===== src/sida_pkg.sv =====
// ----------------------------------------------------------------------------
// sida_pkg: shared types and constants for the integer to ASCII converter
// Holds the controller state type, the BCD cell constants and ASCII codes.
// ----------------------------------------------------------------------------
package sida_pkg;

    localparam int DIGIT_W = 4;

    // Double-dabble correction: a digit of five or more gets three added
    // before the shift so that it carries cleanly into the next decade.
    localparam logic [DIGIT_W-1:0] BCD_ADJ_MIN = 4'd5;
    localparam logic [DIGIT_W-1:0] BCD_ADJ_ADD = 4'd3;

    localparam logic [6:0] CHAR_MINUS = 7'd45;
    localparam logic [6:0] CHAR_ZERO  = 7'd48;
    localparam logic [6:0] CHAR_NINE  = 7'd57;

    typedef enum logic [2:0] {
        ST_IDLE,
        ST_CONV,
        ST_FIN,
        ST_SIGN,
        ST_EMIT
    } sida_state_t;

endpackage


===== src/sida_bcd_cell.sv =====
// ----------------------------------------------------------------------------
// sida_bcd_cell: one decimal digit of the shift-and-add-3 converter
// Holds one BCD digit, corrects it and shifts one bit in from the lower cell.
// ----------------------------------------------------------------------------
module sida_bcd_cell
    import sida_pkg::*;
(
    input  logic               clk,
    input  logic               rst_n,
    input  logic               clr,
    input  logic               shift,
    input  logic               shin,
    output logic               shout,
    output logic [DIGIT_W-1:0] digit
);

    logic [DIGIT_W-1:0] digit_reg;
    logic [DIGIT_W-1:0] digit_next;
    logic [DIGIT_W-1:0] digit_adj;

    assign digit_adj = (digit_reg >= BCD_ADJ_MIN) ? (digit_reg + BCD_ADJ_ADD) : digit_reg;
    assign shout     = digit_adj[DIGIT_W-1];
    assign digit     = digit_reg;

    always_comb
    begin
        digit_next = digit_reg;
        if (clr)
        begin
            digit_next = '0;
        end
        else if (shift)
        begin
            digit_next = {digit_adj[DIGIT_W-2:0], shin};
        end
    end

    always_ff @(posedge clk or negedge rst_n)
    begin
        if (!rst_n)
        begin
            digit_reg <= '0;
        end
        else
        begin
            digit_reg <= digit_next;
        end
    end

endmodule


===== src/signed_int_to_decimal_ascii.sv =====
// ----------------------------------------------------------------------------
// signed_int_to_decimal_ascii: signed integer to decimal ASCII text
// Converts a two's complement integer to its decimal characters, MSD first.
// ----------------------------------------------------------------------------
// One integer enters on the s_ group while the block is idle. The magnitude
// is shifted, one bit per cycle, into a row of BCD digit cells (shift and
// add three), after the load in the idle state; a final state then settles
// the digit count. The characters then leave on the m_ group at up to one
// per cycle as m_tready allows: a '-' first for a negative value, then the
// digits without leading zeros, m_tlast set on the final digit. Zero gives
// a single '0'; the most negative value prints exactly. At VALUE_BITS = 32
// an integer gives one to eleven characters. The next integer is taken
// only once the last character of the current one is gone.
// ----------------------------------------------------------------------------
module signed_int_to_decimal_ascii
    import sida_pkg::*;
#(
    parameter int VALUE_BITS = 32
)
(
    input  logic                                 clk,
    input  logic                                 rst_n,
    input  logic                                 s_tvalid,
    output logic                                 s_tready,
    // value (VALUE_BITS, signed), zero padded to whole bytes
    input  logic [((VALUE_BITS+7)/8)*8-1:0]      s_tdata,
    output logic                                 m_tvalid,
    input  logic                                 m_tready,
    // character [6:0], zero pad [7]
    output logic [7:0]                           m_tdata,
    output logic                                 m_tlast
);

    // Decimal digits needed for a VALUE_BITS magnitude (log10(2) ~ 0.301).
    localparam int NDIG = (VALUE_BITS * 301) / 1000 + 1;
    localparam int IW   = (NDIG > 1) ? $clog2(NDIG) : 1;
    localparam int CW   = $clog2(NDIG + 1);
    localparam int BW   = (VALUE_BITS > 1) ? $clog2(VALUE_BITS) : 1;

    sida_state_t state_reg, state_next;

    logic [VALUE_BITS-1:0] mag_reg, mag_next;
    logic                  sign_reg, sign_next;
    logic [BW-1:0]         bit_cnt_reg, bit_cnt_next;
    logic [CW-1:0]         ndig_reg, ndig_next;
    logic [IW-1:0]         ptr_reg, ptr_next;

    logic [VALUE_BITS-1:0] value_in;
    logic                  in_fire;
    logic                  out_fire;
    logic                  cell_clr;
    logic                  cell_shift;
    logic [IW-1:0]         rd_idx;
    logic [DIGIT_W-1:0]    rd_digit;
    logic [6:0]            out_char;

    logic [NDIG-1:0][DIGIT_W-1:0] digits;
    logic [NDIG:0]                carry;

    assign value_in = s_tdata[VALUE_BITS-1:0];
    assign in_fire  = s_tvalid && s_tready;
    assign out_fire = m_tvalid && m_tready;

    // ------------------------------------------------------------------
    // Row of BCD cells: the magnitude MSB enters cell 0, carries ripple up
    // ------------------------------------------------------------------
    assign carry[0] = mag_reg[VALUE_BITS-1];

    genvar gi;
    generate
        for (gi = 0; gi < NDIG; gi++)
        begin : g_cell
            sida_bcd_cell u_cell (
                .clk   (clk),
                .rst_n (rst_n),
                .clr   (cell_clr),
                .shift (cell_shift),
                .shin  (carry[gi]),
                .shout (carry[gi+1]),
                .digit (digits[gi])
            );
        end
    endgenerate

    // One read port on the digit row: the count probe while converting,
    // the emit pointer while sending.
    assign rd_idx   = (state_reg == ST_EMIT) ? ptr_reg : ndig_reg[IW-1:0];
    assign rd_digit = digits[rd_idx];
    assign out_char = CHAR_ZERO + {3'b000, rd_digit};

    // ------------------------------------------------------------------
    // Control
    // ------------------------------------------------------------------
    always_comb
    begin
        state_next   = state_reg;
        mag_next     = mag_reg;
        sign_next    = sign_reg;
        bit_cnt_next = bit_cnt_reg;
        ndig_next    = ndig_reg;
        ptr_next     = ptr_reg;
        cell_clr     = 1'b0;
        cell_shift   = 1'b0;
        s_tready     = 1'b0;
        m_tvalid     = 1'b0;
        m_tdata      = 8'h00;
        m_tlast      = 1'b0;

        // Digit count grows by at most one per shift: advance it when the
        // next cell up has become nonzero.
        if ((state_reg == ST_CONV) || (state_reg == ST_FIN))
        begin
            if ((ndig_reg < CW'(NDIG)) && (rd_digit != '0))
            begin
                ndig_next = ndig_reg + CW'(1);
            end
        end

        case (state_reg)
            ST_IDLE:
            begin
                s_tready = 1'b1;
                if (s_tvalid)
                begin
                    sign_next    = value_in[VALUE_BITS-1];
                    mag_next     = value_in[VALUE_BITS-1] ? (~value_in + 1'b1) : value_in;
                    bit_cnt_next = BW'(VALUE_BITS - 1);
                    ndig_next    = CW'(1);
                    cell_clr     = 1'b1;
                    state_next   = ST_CONV;
                end
            end

            ST_CONV:
            begin
                cell_shift = 1'b1;
                mag_next   = {mag_reg[VALUE_BITS-2:0], 1'b0};
                if (bit_cnt_reg == '0)
                begin
                    state_next = ST_FIN;
                end
                else
                begin
                    bit_cnt_next = bit_cnt_reg - BW'(1);
                end
            end

            ST_FIN:
            begin
                // Last count probe happens here; start at the top digit.
                ptr_next   = IW'(ndig_next - CW'(1));
                state_next = sign_reg ? ST_SIGN : ST_EMIT;
            end

            ST_SIGN:
            begin
                m_tvalid = 1'b1;
                m_tdata  = {1'b0, CHAR_MINUS};
                if (m_tready)
                begin
                    state_next = ST_EMIT;
                end
            end

            ST_EMIT:
            begin
                m_tvalid = 1'b1;
                m_tdata  = {1'b0, out_char};
                m_tlast  = (ptr_reg == '0);
                if (m_tready)
                begin
                    if (ptr_reg == '0)
                    begin
                        state_next = ST_IDLE;
                    end
                    else
                    begin
                        ptr_next = ptr_reg - IW'(1);
                    end
                end
            end

            default:
            begin
                state_next = ST_IDLE;
            end
        endcase
    end

    always_ff @(posedge clk or negedge rst_n)
    begin
        if (!rst_n)
        begin
            state_reg   <= ST_IDLE;
            bit_cnt_reg <= '0;
            ndig_reg    <= '0;
            ptr_reg     <= '0;
        end
        else
        begin
            state_reg   <= state_next;
            bit_cnt_reg <= bit_cnt_next;
            ndig_reg    <= ndig_next;
            ptr_reg     <= ptr_next;
        end
    end

    // Payload: no reset needed
    always_ff @(posedge clk)
    begin
        mag_reg  <= mag_next;
        sign_reg <= sign_next;
    end

`ifndef SYNTH
    // Never take a new integer while characters are still being sent.
    a_no_accept_while_sending: assert property (@(posedge clk) disable iff (!rst_n)
        m_tvalid |-> !s_tready)
        else $error("input accepted while output pending");

    // An accepted integer starts conversion; nothing leaves the next cycle.
    a_accept_starts_conv: assert property (@(posedge clk) disable iff (!rst_n)
        in_fire |=> (!m_tvalid && !s_tready))
        else $error("output or accept right after input transaction");

    // The final character of a number returns the block to idle.
    a_last_frees_input: assert property (@(posedge clk) disable iff (!rst_n)
        (out_fire && m_tlast) |=> s_tready)
        else $error("block not idle after last character");

    // Only '-' or a decimal digit ever leaves, and '-' is never last.
    a_char_range: assert property (@(posedge clk) disable iff (!rst_n)
        m_tvalid |-> ((m_tdata[6:0] == CHAR_MINUS && !m_tlast) ||
                      (m_tdata[6:0] >= CHAR_ZERO && m_tdata[6:0] <= CHAR_NINE)))
        else $error("bad output character");
`endif

endmodule

===== config.mk =====
export PLATFORM = sky130hd
export DESIGN_NAME = signed_int_to_decimal_ascii
export DESIGN_NICKNAME = d
export VERILOG_FILES = /design/src/sida_pkg.sv /design/src/sida_bcd_cell.sv /design/src/signed_int_to_decimal_ascii.sv
export SDC_FILE = /design/constraint.sdc
export NUM_CORES = 1
export LEC_CHECK = 0
export ABC_AREA = 1
export BUFFER_PORTS_ARGS = -buffer_cell sky130_fd_sc_hd__buf_2
export CAP_MARGIN = 20
export CORE_MARGIN = 1.5
export CORE_UTILIZATION = 55
export DETAILED_ROUTE_END_ITERATION = 10
export PLACE_DENSITY_LB_ADDON = 0.12
export SLEW_MARGIN = 40
export SYNTH_ARGS = -nofsm -noshare
export SYNTH_HDL_FRONTEND = slang
export SYNTH_HIERARCHICAL = 1
export SYNTH_SLANG_ARGS = --single-unit
export TNS_END_PERCENT = 100

===== constraint.sdc =====
create_clock -name clk -period 4.8 [get_ports clk]
set_clock_uncertainty 0.2 [all_clocks]
set_input_delay 0.24 -clock clk [delete_from_list [all_inputs] [get_ports clk]]
set_output_delay 0.24 -clock clk [all_outputs]
set_load 0.02 [all_outputs]

==> flow_metrics.tcl <==
set metrics [dict create \
    outcome "complete, no violations" \
    syn_inst 885 \
    start_util_pct 56.0 \
    utilization_pct 61.6 \
    clock_latency_ns 0.35 \
    largest_reg_flops 40 \
    grt_pass1_wl_um 23600 \
    place_congestion 0.906 \
    total_leakage_power_nw 3.50 \
    whs_path_depth 3 \
    num_io_pins 47 \
    fin_crit_sh_pct 61.7 \
    min-delay-start "s_tdata[0]" \
    post_cts_resized 0 \
    worst_r2r_endpoint "ptr_reg[1]" \
    busiest_layer "met2" \
    fp.dieW_um 110 \
    clk_pin_slew_worst_paths_ns 0.06 \
    crit_buf_inv 1 \
    syn_area_mm2 0.00634 \
    crit_chain "nand3_2 > nand2_2 > nand2_1 > nand3_1 > nand2_1 > nand2_1 > nand2_1 > nand2_1 > nand2_1 > nor2_2 > nand2_2 > nand3_1 > nand3_1 > nand2_2 > inv_1 > ha_1 > o21ai_0" \
    setup_viol 0 \
    finalHoldViolCount 0 \
    grt_util_met1_pct 29.9 \
    n_antenna_cell 0 \
    grt_remaining_overflow 0 \
    power.density_mw_per_mm2 517 \
    crit_top_cell "nand2_1" \
    met3_usage_pct 4.00 \
    arrival_ns 3.03 \
    htree_levels 3 \
    vias_per_cell 5.38 \
    coreArea_mm2 0.0113 \
    rows 39 \
    tightest_slew_ns 0.723 \
    grt_pass1_vias 5423 \
    rr_startpoint "state_reg[2]" \
    drtAntennaViolNets 0 \
    cts_buffers 9 \
    wl_um 14300 \
    drive_above_1_share_pct 12.3 \
    cp_max_fo 12 \
    drt_iter0_drc 426 \
    crit_type "flip-flop to flip-flop" \
    placed_cell_area_mm2 0.00666 \
    maxSlewViolCount 0 \
    die_area_mm2 0.0122 \
    fmax_mhz 338 \
    max_stage_delay_ns 0.63 \
    cts.sinks 89 \
    grtUsageTotal_pct 24.5 \
    avgSynthCellArea_um2 7.17 \
    vdd_drop_max_mv 0.316 \
    crit_family "simple AND/OR/NAND/NOR gates" \
    grtUsageMet2_pct 43.2 \
    critical_path.startpoint "state_reg[2]" \
    rr_worst_depth 17 \
    post-dp-hpwl_um 10300 \
    yosysWarnings 6 \
    port_buffers 44 \
    cts_setup_buffers 0 \
    hold_path_end "mag_reg[0]" \
    antenna_found_initial 0 \
    via_count 5805 \
    grt_max_degree 57 \
    slowest_stage "dfrtp_1" \
    area_growth_syn_to_layout_pct 10.0 \
    clock_path_buffers 2 \
    route.detailed.drc 0 \
    root_buffer "clkbuf_16" \
    dr.pass1.iters 5 \
    relSlewSlack_pct 51.7 \
    worst_ep_required_time_ns 4.86 \
    drv_cap 0 \
    finalSetupTns_ns 0 \
    rsz0062_at_grt "no" \
    cts_tree "yes" \
    startpoint_type "flip-flop" \
    end_kind "flip-flop" \
    stdcell_area_mm2 0.00698 \
    r2r_setup_slack_ns 1.84 \
    layout_min_cycle_time_ns 2.96 \
    hold_path_class "input pin to flip-flop" \
    holdWs_ns 0.0745 \
    hold_buffers 2 \
    avgRoutedWirePerCell_um 13.2 \
    nets 991 \
    die_y_um 110 \
]
[worst register-to-register path: stages (launching register included)]
cell and delay, ns:
dfrtp_1 0.63, nand3_2 0.26, nand2_2 0.26, nand2_1 0.08, nand3_1 0.08, nand2_1 0.05, nand2_1 0.06, nand2_1 0.05
nand2_1 0.08, nand2_1 0.09, nor2_2 0.13, nand2_2 0.11, nand3_1 0.11, nand3_1 0.10, nand2_2 0.10, inv_1 0.05
ha_1 0.28, o21ai_0 0.17
[report_power, final]
part	switching, mW	total, mW	internal, mW
combinational	1.17	1.68	0.507
sequential	0.136	1.24	1.10
clock	0.311	0.695	0.385
[worst max path at each step]
stage	to	slack, ns	cells past startpoint
2_1_floorplan	mag_reg[0]	1.77	7
3_3_place_gp	mag_reg[3]	1.77	5
3_5_place_dp	mag_reg[28]	1.86	14
4_1_cts	ptr_reg[1]	1.85	20
5_1_grt	ptr_reg[2]	1.53	21
6_report	ptr_reg[1]	1.84	17
[per-layer routing]
layer	share of wire, %	wire (µm)	vias to the layer above
met5	0	0	-
met1	46	6500	2737
li1	-	-	2922
met4	1.6	233	0
met2	49	7020	128
met3	3.6	515	18
[layout by cell type, fill, tap and decap left out, types with 3 or more instances in the layout]
| cell | count |
|---|---|
| nor2_2 | 4 |
| buf_2 | 44 |
| inv_1 | 143 |
| nand2_1 | 252 |
| nor4_1 | 4 |
| edfxtp_1 | 33 |
| nor2_1 | 39 |
| ha_1 | 25 |
| nand2_8 | 3 |
| inv_2 | 5 |
| a21oi_1 | 17 |
| a31oi_1 | 6 |
| o21ai_0 | 92 |
| nand2_2 | 30 |
| nor3_1 | 9 |
| xor2_1 | 17 |
| dfrtp_1 | 56 |
| xnor2_1 | 12 |
| clkbuf_16 | 10 |
| nand3_1 | 98 |
[per-stage QoR]
| stage | worst slack, ns | power, mW | cells |
|---|---|---|---|
| 3_3_place_gp | 1.77 | 2.84 | 1060 |
| 6_report | 1.84 | 3.61 | 1078 |
| 3_5_place_dp | 1.86 | 2.90 | 1060 |
| 5_1_grt | 1.53 | 3.92 | 1078 |
| 4_1_cts | 1.85 | 3.61 | 1078 |
| 2_1_floorplan | 1.77 | 2.55 | 886 |
[final cells by class]
class                      count  area [µm²]
clock buffer                  11         254
clock inverter                 5        37.5
fill                        1028        4340
inverter                     148         556
multi-input combinational    633        3290
sequential                    89        2390
tap                          143         179
timing repair buffer          49         267
Power figures use the tool's default switching activity.
